$ cat config.mk
export PLATFORM = sky130hd
export DESIGN_NAME = edd332_diffuse
export DESIGN_NICKNAME = d
export VERILOG_FILES = /design/src/rtl/edd332_pkg.sv /design/src/rtl/edd332_diffuse.sv
export VERILOG_INCLUDE_DIRS = /design/src /design/src/rtl
export SDC_FILE = /design/constraint.sdc
export NUM_CORES = 1
export LEC_CHECK = 0
export BUFFER_PORTS_ARGS = -buffer_cell sky130_fd_sc_hd__buf_4
export CAP_MARGIN = 40
export CORE_UTILIZATION = 58
export DETAILED_ROUTE_END_ITERATION = 10
export GPL_TIMING_DRIVEN = 0
export PLACE_DENSITY = 0.83
export SYNTH_ARGS = -nofsm -noshare
export SYNTH_HDL_FRONTEND = slang
export SYNTH_SLANG_ARGS = --single-unit
$ cat constraint.sdc
create_clock -name clk_i -period 17.6 [get_ports clk_i]
set_input_delay 3.52 -clock clk_i [delete_from_list [all_inputs] [get_ports clk_i]]
set_output_delay 3.52 -clock clk_i [all_outputs]
set_load 0.03 [all_outputs]
$ cat src/rtl/assert_macros.svh
// shared assertion macros for the ditherer
`ifndef ASSERT_MACROS_SVH
`define ASSERT_MACROS_SVH

// concurrent check on an explicit clock and active-low reset
`define EDD_ASSERT_CK(lbl, clk, rstn, prop, msg) \
  lbl: assert property (@(posedge clk) disable iff (!rstn) (prop)) else $error(msg);

// concurrent check on the usual clk_i / rst_ni pair
`define EDD_ASSERT(lbl, prop, msg) `EDD_ASSERT_CK(lbl, clk_i, rst_ni, prop, msg)

`endif

$ cat src/rtl/edd332_pkg.sv
package edd332_pkg;

  // configuration port
  localparam int CFG_IDX_W    = 4;
  localparam int CFG_DATA_W   = 16;
  localparam int WIDTH_REG_W  = 11;
  localparam int HEIGHT_REG_W = 16;

  localparam logic [CFG_IDX_W-1:0] CFG_IMAGE_WIDTH  = 4'd0;
  localparam logic [CFG_IDX_W-1:0] CFG_IMAGE_HEIGHT = 4'd1;

  localparam int IMAGE_WIDTH_RESET  = 640;
  localparam int IMAGE_HEIGHT_RESET = 480;

  typedef logic [7:0] chan_t;
  typedef logic signed [7:0] err_t;
  // one signed error per channel: [0] red, [1] green, [2] blue
  typedef logic [2:0][7:0] err_vec_t;

  typedef struct packed {
    chan_t red;
    chan_t green;
    chan_t blue;
  } pixel_t;

  typedef struct packed {
    logic [7:0] color_index;
    logic       end_of_frame;
  } result_t;

  typedef struct packed {
    logic first_row;
    logic first_col;
    logic last_col;
    logic last_row;
  } pos_t;

  typedef struct packed {
    pixel_t pix;
    pos_t   pos;
  } stage_t;

  // line buffer updates of one pixel: column to the left and own column
  typedef struct packed {
    logic     prev_en;
    logic     cur_en;
    err_vec_t prev_data;
    err_vec_t cur_data;
  } line_wr_t;

  // palette levels of the 3-bit red and green codes
  function automatic logic [7:0] level_rg(logic [2:0] q);
    logic [7:0] lev;
    unique case (q)
      3'd0: lev = 8'd0;
      3'd1: lev = 8'd36;
      3'd2: lev = 8'd73;
      3'd3: lev = 8'd109;
      3'd4: lev = 8'd146;
      3'd5: lev = 8'd182;
      3'd6: lev = 8'd219;
      default: lev = 8'd255;
    endcase
    return lev;
  endfunction

  // palette levels of the 2-bit blue code
  function automatic logic [7:0] level_b(logic [1:0] q);
    logic [7:0] lev;
    unique case (q)
      2'd0: lev = 8'd0;
      2'd1: lev = 8'd85;
      2'd2: lev = 8'd170;
      default: lev = 8'd255;
    endcase
    return lev;
  endfunction

  // divide by 16, truncating toward zero
  function automatic err_t div16(logic signed [10:0] t);
    logic signed [10:0] adj;
    adj = t + (t[10] ? 11'sd15 : 11'sd0);
    return err_t'(adj >>> 4);
  endfunction

  function automatic chan_t clamp8(logic signed [10:0] s);
    chan_t v;
    if (s[10]) begin
      v = 8'd0;
    end else if (s > 11'sd255) begin
      v = 8'hFF;
    end else begin
      v = s[7:0];
    end
    return v;
  endfunction

endpackage

$ cat src/rtl/edd332_diffuse.sv
`include "assert_macros.svh"

module edd332_diffuse (
  input  logic                 clk_i,
  input  logic                 rst_ni,
  input  logic                 clear_i,
  input  logic                 fire_i,
  input  edd332_pkg::stage_t   ctl_i,
  input  edd332_pkg::err_vec_t line_i,
  output edd332_pkg::result_t  res_o,
  output edd332_pkg::line_wr_t wr_o
);
  import edd332_pkg::*;

  err_vec_t carry_q, carry_d;
  err_vec_t p0_q, p0_d;
  err_vec_t p1_q, p1_d;

  logic [2:0][7:0] chan;
  logic [2:0][7:0] val;
  err_t e7 [3];
  err_t e5 [3];
  err_t e3 [3];
  err_t e1 [3];

  always_comb begin
    logic signed [10:0] sum;
    logic signed [10:0] err;
    logic signed [10:0] line_term;
    logic signed [10:0] carry_term;
    logic [7:0]         lev;
    chan[0] = ctl_i.pix.red;
    chan[1] = ctl_i.pix.green;
    chan[2] = ctl_i.pix.blue;
    for (int c = 0; c < 3; c++) begin
      line_term  = ctl_i.pos.first_row ? 11'sd0 : 11'($signed(line_i[c]));
      carry_term = ctl_i.pos.first_col ? 11'sd0 : 11'($signed(carry_q[c]));
      sum        = $signed({3'b000, chan[c]}) + line_term + carry_term;
      val[c]     = clamp8(sum);
      lev        = (c == 2) ? level_b(val[c][7:6]) : level_rg(val[c][7:5]);
      err        = $signed({3'b000, val[c]}) - $signed({3'b000, lev});
      e7[c]      = div16(err * 11'sd7);
      e5[c]      = div16(err * 11'sd5);
      e3[c]      = div16(err * 11'sd3);
      e1[c]      = div16(err);
    end
  end

  assign res_o.color_index  = {val[0][7:5], val[1][7:5], val[2][7:6]};
  assign res_o.end_of_frame = ctl_i.pos.last_col && ctl_i.pos.last_row;

  always_comb begin
    carry_d      = carry_q;
    p0_d         = p0_q;
    p1_d         = p1_q;
    wr_o.prev_en = 1'b0;
    wr_o.cur_en  = 1'b0;
    for (int c = 0; c < 3; c++) begin
      wr_o.prev_data[c] = 8'($signed(p0_q[c]) + e3[c]);
      wr_o.cur_data[c]  = 8'($signed(p1_q[c]) + e5[c]);
    end
    if (clear_i) begin
      carry_d = '0;
      p0_d    = '0;
      p1_d    = '0;
    end else if (fire_i) begin
      for (int c = 0; c < 3; c++) begin
        carry_d[c] = ctl_i.pos.last_col ? 8'd0 : e7[c];
      end
      if (ctl_i.pos.last_col) begin
        // row ends with nothing pending
        p0_d = '0;
        p1_d = '0;
      end else if (!ctl_i.pos.last_row) begin
        for (int c = 0; c < 3; c++) begin
          p0_d[c] = 8'($signed(p1_q[c]) + e5[c]);
          p1_d[c] = e1[c];
        end
      end
      wr_o.prev_en = !ctl_i.pos.last_row && !ctl_i.pos.first_col;
      wr_o.cur_en  = !ctl_i.pos.last_row && ctl_i.pos.last_col;
    end
  end

  always_ff @(posedge clk_i or negedge rst_ni) begin
    if (!rst_ni) begin
      carry_q <= '0;
      p0_q    <= '0;
      p1_q    <= '0;
    end else begin
      carry_q <= carry_d;
      p0_q    <= p0_d;
      p1_q    <= p1_d;
    end
  end

  `EDD_ASSERT(a_row_start_clean, fire_i && ctl_i.pos.last_col |=> (carry_q == '0) && (p0_q == '0) && (p1_q == '0), "error state not clear at row start")

endmodule

### Word level (Yosys, flattened, before mapping)

Index checks and enable logic that the tools add are counted.

* output and inout port bits: 59
* memory bits (writable): 0
* ROM bits: 0
* bits in latches: 0
* logic and storage cells: 115
* memories: 0
* bits of input ports: 56
* register bits after elaboration: 72

* add/sub/neg operators: 27
* muxes and demuxes: 42
* eq/ne operators: 15
* divide/modulo/power cells: 0
* reduce and logical (&&, ||, !) cells: 10
* multiply operators: 9
* shift-type cells: 0
* order comparisons: 3
* bitwise gates (word level): 0

Operators by type and width (number)
* two-way mux 24 bit: 10
* one-hot mux 8 bit (7 select lines): 2
* adder 11 x 5 -> 11 bit: 9
* two-way mux 8 bit: 9
* multiplier 9 x 4 -> 11 bit (second input constant): 6
* two-way mux 11 bit: 6
* adder 8 x 7 -> 8 bit: 6
* two-way mux 4 bit: 12
* adder 11 bit: 3
* adder 9 x 11 -> 11 bit: 3
* > comparator 11 x 9 -> 1 bit (second input constant): 3
* multiplier 9 x 3 -> 11 bit (second input constant): 3
* adder 9 x 5 -> 10 bit: 3
* subtractor 8 x 8 -> 9 bit: 3
* one-hot mux 8 bit (3 select lines): 1
* == test 3 bit (second input constant): 6
* == test 3 x 2 -> 1 bit (second input constant): 4
* == test 3 x 1 -> 1 bit (second input constant): 2
* logical NOT 3 bit: 2
* two-way mux 2 bit: 2
* logical AND 1 bit: 3
* != test 3 x 2 -> 1 bit (second input constant): 1
* == test 2 x 1 -> 1 bit (second input constant): 1
* == test 2 bit (second input constant): 1
* 4 further kinds: 5

### Depth between registers and ports, before layout

Gate-level depths: netlist (run 1).

* word-level depth: 17
* depth in mapped cells: 48
* gate-level depth less buffers: 47

### Worst setup path before layout (run 1)

No wires, ideal clock.

* path type: input-to-output
* start: in ctl_i[3] (netlist bit)
* end: out wr_o[47] (netlist bit)
* data arrival time: 13.222 ns
* path buffers: 2
* data required time: 14.080 ns
* slack: 0.858 ns
* stages on the path: 45
* path through: clkbuf_1 nand2b_1 fa_1 inv_1 ha_1 fa_1 a21o_1 a21oi_1 o21bai_1 a21oi_1 o21bai_1 or3b_2 mux2_2 o32a_1 clkbuf_1 o21ai_0 ha_1 nor2b_1 [9 not listed] o21ai_0 a21boi_0 o21ai_0 xnor2_1 ha_1 or3_1 a31o_2 nand3_1 xnor2_1 ha_1 a21o_1 a21oi_1 o21bai_1 a21oi_1 o21bai_1 a21oi_1 xor2_1 xnor2_1

RTL lines
* start: declaration: line edd332_diffuse.sv:8 `input edd332_pkg::stage_t ctl_i,`
* end: declaration: line edd332_diffuse.sv:11 `output edd332_pkg::line_wr_t wr_o`

==> out/metrics.cfg, run 1 <==
[placed_design]
dp_hpwl_um = 25900
place_area_um2 = 14200
dp_cells = 1906
io_buffers = 114
place_congestion = 0.913

[timing]
slew_headroom_pct = 42.1
min_period_ns = 16.98
finalMaxSlewViolations = 0
final-setup-viol-count = 0
min_period_over_period_pct = 96.5
finalHoldViolCount = 0
max_freq_mhz = 58.9
clock_skew_ns = 0.00811
worst-slew-pin-transition_ns = 0.865
whs_ns = 0.477

[route]
ant_nets = 0
vias = 11286
wl_um = 31200
drtIter0Drc = 593
avgRoutedWirePerCell_um = 16.2
via_per_inst = 5.85
route.detailed.drc = 0
first_pass_iters = 5

[final_layout]
diodes = 0
area_growth_pct = 13.4
drive_gt1_share_pct = 13.2
post-route-cell-area_um2 = 14700
nets = 2000
stdcell_count = 1928

[yosys]
yosys.area.top_type = ha_1
postSynthCellCount = 1511
syn_area_per_cell_um2 = 8.56
netlist_area_um2 = 12900
yosys_warnings = 0
synth_commonest_cells = ha_1, inv_1, xnor2_1
synthesis.nets = 1868
synth_top_area_share_pct = 22.7
synthFlopType = dfrtp_1
synth.distinct_cells = 87
async_reset_ff_share_pct = 100
yosysMostFrequentCell = ha_1
synth_area_leaders = ha_1, dfrtp_1, fa_1, xnor2_1, inv_1
synth_seq_cells = 63
seq_area_frac_synth_pct = 12.2
synth_edf_count = 0

[global_route]
grt_pass1_wl_um = 50800
grt_pass1_vias = 10986
grt_antenna_before_repair = 0
gr-total-overflow = 0
grt_start_max_net_pins = 64
grt_usage_pct = 27.9

[clock_tree]
h-tree-depth = 3
holdBufCountCts = 0
clk_latency_ns = 0.34
cts.reportedPaths.clkPinSlew_ns = 0.05
clock-sinks = 63
clock-root-buffer = clkbuf_16
cts_tree = built
cts_made_buffers = 9
cts_buffer_depth = 2

[setup_path]
timing.critical_path.required_ns = 14.08
cp_max_fo = 10
max_stage_delay_ns = 0.49
crit_type = in2out
critPathLaunchType = input pin
endpoint_kind = output port
crit_slowest_cell = fa_1
arrival_ns = 13.46

[die]
coreArea_um2 = 21800
rows = 54
die_area_um2 = 22900
initial_core_util_pct = 59.3
io_pins = 115
die_width_um = 151
die_h_um = 151

[worst_hold_path]
min_path_type = reg2reg

[status]
status = finished clean

[run]
max_cap_violations = 0

==> layer usage <==
metal / routed length, µm / vias to the layer above / global-route usage [%]
met5: 0 / - / 0
met1: 13700 / 5424 / 36.1
met4: 749 / 0 / 8.05
li1: - / 5537 / -
met2: 15200 / 268 / 48.5
met3: 1520 / 57 / 3.10
==> layout by cell type, fill, tap and decap left out, drive strengths merged, types with 13 or more instances in the layout <==
cell / count
ha: 235
a21boi: 14
a21o: 48
nor3: 18
nor2: 81
nand2b: 23
buf: 126
fa: 66
nor2b: 48
o21bai: 29
xnor2: 134
clkbuf: 28
xor2: 53
inv: 184
a22o: 34
a21oi: 94
and2: 13
o21ai: 75
nand3: 33
dfrtp: 63
o21a: 22
nand2: 83
==> path summary, 6_finish.rpt <==
| path | slack, ns | cells past startpoint | startpoint | endpoint |
|---|---|---|---|---|
| setup / recovery | 0.62 | 46 | ctl_i[2] | wr_o[22] |
| hold / removal | 0.48 | 2 | carry_q[1]$_DFFE_PN0P_ | carry_q[1]$_DFFE_PN0P_ |
| setup reg to reg | 7.32 | 39 | carry_q[6]$_DFFE_PN0P_ | carry_q[5]$_DFFE_PN0P_ |
| hold reg to reg | 0.48 | 2 | carry_q[1]$_DFFE_PN0P_ | carry_q[1]$_DFFE_PN0P_ |
| max in group asynchronous | 13.78 | 1 | rst_ni | carry_q[0]$_DFFE_PN0P_ |
| min in group asynchronous | 3.27 | 1 | rst_ni | p0_q[6]$_DFFE_PN0P_ |
==> logic make-up after synthesis <==
family                     count (synthesis)  synth area share [%]
muxes                                      5                 0.493
and+or+nand+nor                          358                  14.3
adders and majority gates                303                  33.1
AOI/OAI and AO/OA                        389                  20.9
DFF                                       63                  12.2
buffers and inverters                    206                  6.16
xor gates and xnor gates                 187                  12.8
==> metrics by stage <==
step	setup slack, ns	utilization [%]	setup TNS, ns
global placement	-0.576	64.8	-1.13
CTS	0.0731	66.5	0
floorplan	0.858	-	0
global route	-0.0613	67.3	-0.0655
finish	0.619	67.3	0
detailed placement	-0.746	64.9	-2.79
==> final cells by class <==
class                      count  area (µm²)
multi-input combinational   1242       10700
fill                        1709        7150
sequential                    63        1580
timing repair buffer         122         916
inverter                     182         688
tap                          280         350
clock buffer                   9         225
buffer                        23         110
clock inverter                 7         103
==> flip-flops by register name, summed over array words and instances, names as in the netlist <==
name,cells
p1_q,18
p0_q,24
carry_q,21
==> timing repair <==
action / in CTS / in global routing
resized for setup: 11 / 32
endpoints found under the setup margin: 11 / 15
buffers inserted: 0 / 7
pin swaps: 1 / 5
endpoints found under the hold margin: 0 / 0
==> critical path: cells and delay by family <==
kind / cells / cell delay, ns
AND/OR/NAND/NOR: 6 / 1.59
AO/OA/AOI/OAI: 21 / 3.70
multiplexers: 1 / 0.27
XOR/XNOR: 3 / 0.69
buffers and inverters: 7 / 0.96
adder cells (fa/ha/maj): 8 / 2.71
Power of run 1 is left out: the tool's default activity adds up to more than one toggle a clock period on the data nets, which glitch-free logic cannot reach.
==> run 2, diff against run 1 <==
--- a/config.mk
+++ b/config.mk
@@ -6,9 +6,10 @@
 export SDC_FILE = /design/constraint.sdc
 export NUM_CORES = 1
 export LEC_CHECK = 0
-export BUFFER_PORTS_ARGS = -buffer_cell sky130_fd_sc_hd__buf_4
+export BUFFER_PORTS_ARGS = -buffer_cell sky130_fd_sc_hd__buf_2
 export CAP_MARGIN = 40
 export CORE_UTILIZATION = 58
+export CTS_BUF_LIST = sky130_fd_sc_hd__clkbuf_2 sky130_fd_sc_hd__clkbuf_4 sky130_fd_sc_hd__clkbuf_8
 export DETAILED_ROUTE_END_ITERATION = 10
 export GPL_TIMING_DRIVEN = 0
 export PLACE_DENSITY = 0.83
==> out/metrics.cfg, run 2 (synthesis results as in run 1) <==
[status]
status = finished clean

[global_route]
grt_pass1_wl_um = 50800  ; -0.12%
grt-busiest-layer = met2
gr-total-overflow = 0  ; unchanged
grt_usage_pct = 27.8  ; -0.088 points
grt_use_met1_pct = 34.7  ; -1.4 points
grt_pass1_vias = 11098  ; +1.0%
grt_antenna_before_repair = 0  ; unchanged
grt_use_met3_pct = 3.52  ; +0.42 points
grt_util_met2_pct = 48.6  ; about the same
grt_start_max_net_pins = 38  ; -41%

[clock_tree]
clock-root-buffer = clkbuf_8
clk_latency_ns = 0.37  ; +0.03 ns
clock-sinks = 63  ; unchanged
cts_buffer_depth = 2  ; unchanged
h-tree-depth = 3  ; unchanged
holdBufCountCts = 0  ; unchanged
cts.reportedPaths.clkPinSlew_ns = 0.07  ; +0.02 ns
cts_made_buffers = 9  ; unchanged
cts_tree = built

[worst_hold_path]
min_path_type = reg2reg

[die]
die_area_um2 = 22900  ; unchanged
die_h_um = 151  ; unchanged
coreArea_um2 = 21800  ; unchanged
rows = 54  ; unchanged
initial_core_util_pct = 59.3  ; unchanged
die_width_um = 151  ; unchanged
io_pins = 115  ; unchanged

[run]
max_cap_violations = 0  ; unchanged

[final_layout]
final_common_cell = ha_1
nets = 2003  ; +0.15%
drive_gt1_share_pct = 13.7  ; +0.46 points
post-route-cell-area_um2 = 14300  ; -2.3%
diodes = 0  ; unchanged
area_growth_pct = 10.8
largest_register_ffs = 24  ; unchanged
final_cell_mix = ha_1, inv_1, xnor2_1
largest-register = p0_q
fin_util_pct = 65.7  ; -1.5 points
reg_top3 = p0_q (24), carry_q (21), p1_q (18)

[timing]
max_freq_mhz = 58.8  ; about the same
clock_skew_ns = 0.0131  ; +0.00499 ns
min_period_over_period_pct = 96.6  ; about the same
worst-slew-pin-transition_ns = 0.899  ; +0.0342 ns
finalMaxSlewViolations = 0  ; unchanged
final-setup-viol-count = 0  ; unchanged
finalHoldViolCount = 0  ; unchanged
min_period_ns = 16.99  ; +0.0138 ns
slew_headroom_pct = 39.8  ; -2.3 points

[setup_path]
timing.critical_path.required_ns = 14.08  ; about the same
crit_type = in2out
arrival_ns = 13.47  ; about the same
crit_top_cell = ha_1
cp_top_family = compound AO/OA/AOI/OAI gates
cp_max_fo = 10  ; unchanged
max_stage_delay_ns = 0.51  ; +0.02 ns
critPathLaunchType = input pin
endpoint_kind = output port
crit_slowest_cell = fa_1
crit_buf_inv = 6  ; -1

[route]
drtIter0Drc = 589  ; -0.67%
route.detailed.drc = 0  ; unchanged
ant_nets = 0  ; unchanged
vias = 11270  ; -0.14%
first_pass_iters = 5  ; unchanged
wl_um = 31500  ; +0.72%
avgRoutedWirePerCell_um = 16.3  ; +0.56%
via_per_inst = 5.84  ; -0.30%

[placed_design]
io_buffers = 114  ; unchanged
place_congestion = 0.958  ; +4.9%
dp_hpwl_um = 25900  ; +0.16%
place_area_um2 = 13900  ; -1.9%

-- run 2: changes by cell type in the layout (fill, tap and decap cells not counted), moves of 2 or more --
| cell | before | now |
|---|---|---|
| buf_2 | 1 | 115 |
| a21oi_1 | 86 | 84 |
| buf_4 | 123 | 11 |
| a21oi_2 | 7 | 9 |
| clkbuf_16 | 9 | 0 |
| clkbuf_8 | 0 | 10 |
-- run 2: per-stage QoR --
step	setup WS, ns	instances	hold WS (ns)	TNS (ns)
after global placement	-0.611	1905	0.463	-1.39
after detailed placement	-0.765	1907	0.466	-3.26
after global routing	-0.0717	1931	0.521	-0.0717
after CTS	-0.134	1923	0.482	-0.134
after floorplan	0.858	1511	0.442	0
final	0.605	1931	0.484	0
-- run 2: what timing repair did --
item	in CTS	in global routing
buffers inserted	0	9
resized for setup	9	40
cloned	0	0
setup endpoints to repair	12	17
pin swaps	1	8
-- run 2: area by class of cell --
| class | instances | area (µm²) |
|---|---|---|
| multi-input cells | 1242 | 10700 |
| fillers | 1742 | 7480 |
| flip-flops and latches | 63 | 1580 |
| inverters | 182 | 688 |
| repair buffers | 125 | 668 |
| well taps | 280 | 350 |
| clock buffers | 10 | 138 |
| plain buffers | 23 | 110 |
| clock inverters | 6 | 90.1 |
-- run 2: worst min-delay path, cell delays in order, from the launching register on --
cell	delay, ns
dfrtp_1	0.34
nand2_1	0.05
o21ai_0	0.06
-- run 2: layer usage --
metal | part of all wire, % | routed length [µm] | up-vias
li1 | - | - | 5523
met3 | 5.5 | 1730 | 74
met4 | 3.0 | 948 | 0
met2 | 49 | 15300 | 312
met1 | 43 | 13500 | 5361
met5 | 0 | 0 | -
-- run 2: final timing paths --
path	slack (ns)	end	cells past startpoint	startpoint
max	0.61	wr_o[47]	47	ctl_i[3]
min	0.48	carry_q[1]$_DFFE_PN0P_	2	carry_q[1]$_DFFE_PN0P_
max reg2reg	7.56	carry_q[5]$_DFFE_PN0P_	36	carry_q[6]$_DFFE_PN0P_
min reg2reg	0.48	carry_q[1]$_DFFE_PN0P_	2	carry_q[1]$_DFFE_PN0P_
max in group asynchronous	13.80	carry_q[0]$_DFFE_PN0P_	2	rst_ni
min in group asynchronous	3.16	p0_q[7]$_DFFE_PN0P_	1	rst_ni
Power of run 2 is left out for the same reason.
==> run 3, diff against run 2 <==
--- a/config.mk
+++ b/config.mk
@@ -10,9 +10,10 @@
 export CAP_MARGIN = 40
 export CORE_UTILIZATION = 58
 export CTS_BUF_LIST = sky130_fd_sc_hd__clkbuf_2 sky130_fd_sc_hd__clkbuf_4 sky130_fd_sc_hd__clkbuf_8
+export CTS_CLUSTER_SIZE = 24
 export DETAILED_ROUTE_END_ITERATION = 10
 export GPL_TIMING_DRIVEN = 0
-export PLACE_DENSITY = 0.83
+export PLACE_DENSITY = 0.78
 export SYNTH_ARGS = -nofsm -noshare
 export SYNTH_HDL_FRONTEND = slang
 export SYNTH_SLANG_ARGS = --single-unit
==> out/metrics.cfg, run 3 (synthesis results as in run 1) <==
[clock_tree]
cts_tree = built
clk_latency_ns = 0.37  ; about the same
cts_buffer_depth = 2  ; unchanged
cts_made_buffers = 9  ; unchanged
cts.reportedPaths.clkPinSlew_ns = 0.07  ; about the same
clock-sinks = 63  ; unchanged
clock-root-buffer = clkbuf_8
h-tree-depth = 3  ; unchanged

[setup_path]
cp_max_fo = 10  ; unchanged
arrival_ns = 13.57  ; +0.10 ns
max_stage_delay_ns = 0.51  ; about the same
setup.worst_path.start = ctl_i[3]
crit_type = in2out
endpoint = wr_o[22]
worst-r2r-setup-slack_ns = 7.66  ; +0.10 ns
timing.critical_path.required_ns = 14.08  ; about the same
crit_slowest_cell = fa_1
critPathLaunchType = input pin
r2r_start = carry_q[6]$_DFFE_PN0P_
r2r-end = carry_q[5]$_DFFE_PN0P_
r2r_cells = 40  ; +11%
endpoint_kind = output port

[timing]
min_period_over_period_pct = 97.1  ; +0.56 points
final-setup-viol-count = 0  ; unchanged
slew_headroom_pct = 40.8  ; +0.96 points
fin_setup_tns_ns = 0  ; unchanged
clock_skew_ns = 0.0156  ; +0.00251 ns
max_freq_mhz = 58.5  ; -0.57%
worst-slew-pin-transition_ns = 0.885  ; -0.0144 ns
finalHoldViolCount = 0  ; unchanged
min_period_ns = 17.09  ; +0.0981 ns
finalMaxSlewViolations = 0  ; unchanged

[die]
rows = 54  ; unchanged
initial_core_util_pct = 59.3  ; unchanged
coreArea_um2 = 21800  ; unchanged
die_h_um = 151  ; unchanged
die_width_um = 151  ; unchanged
io_pins = 115  ; unchanged
die_area_um2 = 22900  ; unchanged

[run]
max_cap_violations = 0  ; unchanged

[route]
route.detailed.drc = 0  ; unchanged
wl_um = 30200  ; -4.0%
avgRoutedWirePerCell_um = 15.7  ; -3.6%
first_pass_iters = 5  ; unchanged
wl_met3_um = 1210  ; -30%
top_layer = met4
drtIter0Drc = 389  ; -34%
via_per_inst = 5.71  ; -2.1%
wl_met2_um = 15000  ; -2.1%
vias = 10986  ; -2.5%
met1Wirelength_um = 13500  ; about the same
ant_nets = 0  ; unchanged

[final_layout]
largest-register = p0_q
drive_gt1_share_pct = 13.5  ; -0.23 points
reg_top3 = p0_q (24), carry_q (21), p1_q (18)
largest_register_ffs = 24  ; unchanged
area_growth_pct = 10.6
nets = 1994  ; -0.45%
final_cell_mix = ha_1, inv_1, xnor2_1
final_common_cell = ha_1

[worst_hold_path]
min_path_cells = 2  ; unchanged
min_path_type = reg2reg

[placed_design]
dp_hpwl_um = 25800  ; -0.70%
place_congestion = 0.907  ; -5.3%
io_buffers = 114  ; unchanged

[status]
status = finished clean

[global_route]
grt_usage_pct = 27.3  ; -0.46 points
grt_antenna_before_repair = 1  ; +1
grt_pass1_vias = 10616  ; -4.3%
gr-total-overflow = 0  ; unchanged
grt_start_max_net_pins = 64  ; +68%
grt_pass1_wl_um = 49700  ; -2.2%

-- run 3: cell types whose count changed in the layout (fill, tap and decap cells not counted), sizes merged --
cell / change
buf: -9
clkbuf: -1
clkinv: +1
diode: +1
-- run 3: timing repair --
item | 4_1_cts | 5_1_grt
pin swaps | 1 | 2
endpoints found under the setup margin | 13 | 16
buffers inserted | 0 | 1
hold buffers | 0 | 0
resized for setup | 13 | 42
-- run 3: cell type report --
cell class | instances | area (µm²)
sequential | 63 | 1580
antenna | 1 | 2.50
tap | 280 | 350
timing repair buffer | 116 | 591
inverter | 182 | 688
multi-input combinational | 1242 | 10800
fill | 1826 | 7510
clock inverter | 7 | 105
clock buffer | 9 | 124
buffer | 23 | 113
-- run 3: routing by layer --
layer | vias to the layer above | global-route usage (%)
met2 | 184 | 47.9
met1 | 5247 | 35.7
li1 | 5523 | -
met3 | 32 | 2.71
met4 | 0 | 6.90
met5 | - | 0
-- run 3: how the worst min path moves through the flow --
stage | startpoint | end | slack (ns)
2_1_floorplan | carry_q[18]$_DFFE_PN0P_ | carry_q[18]$_DFFE_PN0P_ | 0.44
3_3_place_gp | carry_q[20]$_DFFE_PN0P_ | carry_q[20]$_DFFE_PN0P_ | 0.46
3_5_place_dp | carry_q[20]$_DFFE_PN0P_ | carry_q[20]$_DFFE_PN0P_ | 0.47
4_1_cts | carry_q[4]$_DFFE_PN0P_ | carry_q[4]$_DFFE_PN0P_ | 0.48
5_1_grt | carry_q[18]$_DFFE_PN0P_ | carry_q[18]$_DFFE_PN0P_ | 0.51
6_report | carry_q[4]$_DFFE_PN0P_ | carry_q[4]$_DFFE_PN0P_ | 0.48
-- run 3: worst max-delay path, delay by kind of cell --
| family | cells | cell delay (ns) |
|---|---|---|
| compound gates | 20 | 3.79 |
| fa+ha+maj | 9 | 2.89 |
| simple gates | 6 | 1.53 |
| buf+inv | 7 | 0.96 |
| xor+xnor | 3 | 0.58 |
| mux | 1 | 0.27 |
-- run 3: metrics by stage --
stage | setup WS (ns) | util, % | cell area, µm² | std cells | hold slack [ns]
global placement | -0.664 | 63.5 | 13900 | 1905 | 0.462
global route | -0.0606 | 65.6 | 14300 | 1922 | 0.509
floorplan | 0.858 | - | 12900 | 1511 | 0.442
finish | 0.507 | 65.6 | 14300 | 1923 | 0.481
CTS | 0.0237 | 64.7 | 14100 | 1922 | 0.485
detailed placement | -0.900 | 63.6 | 13900 | 1906 | 0.467
Power of run 3 is left out for the same reason.
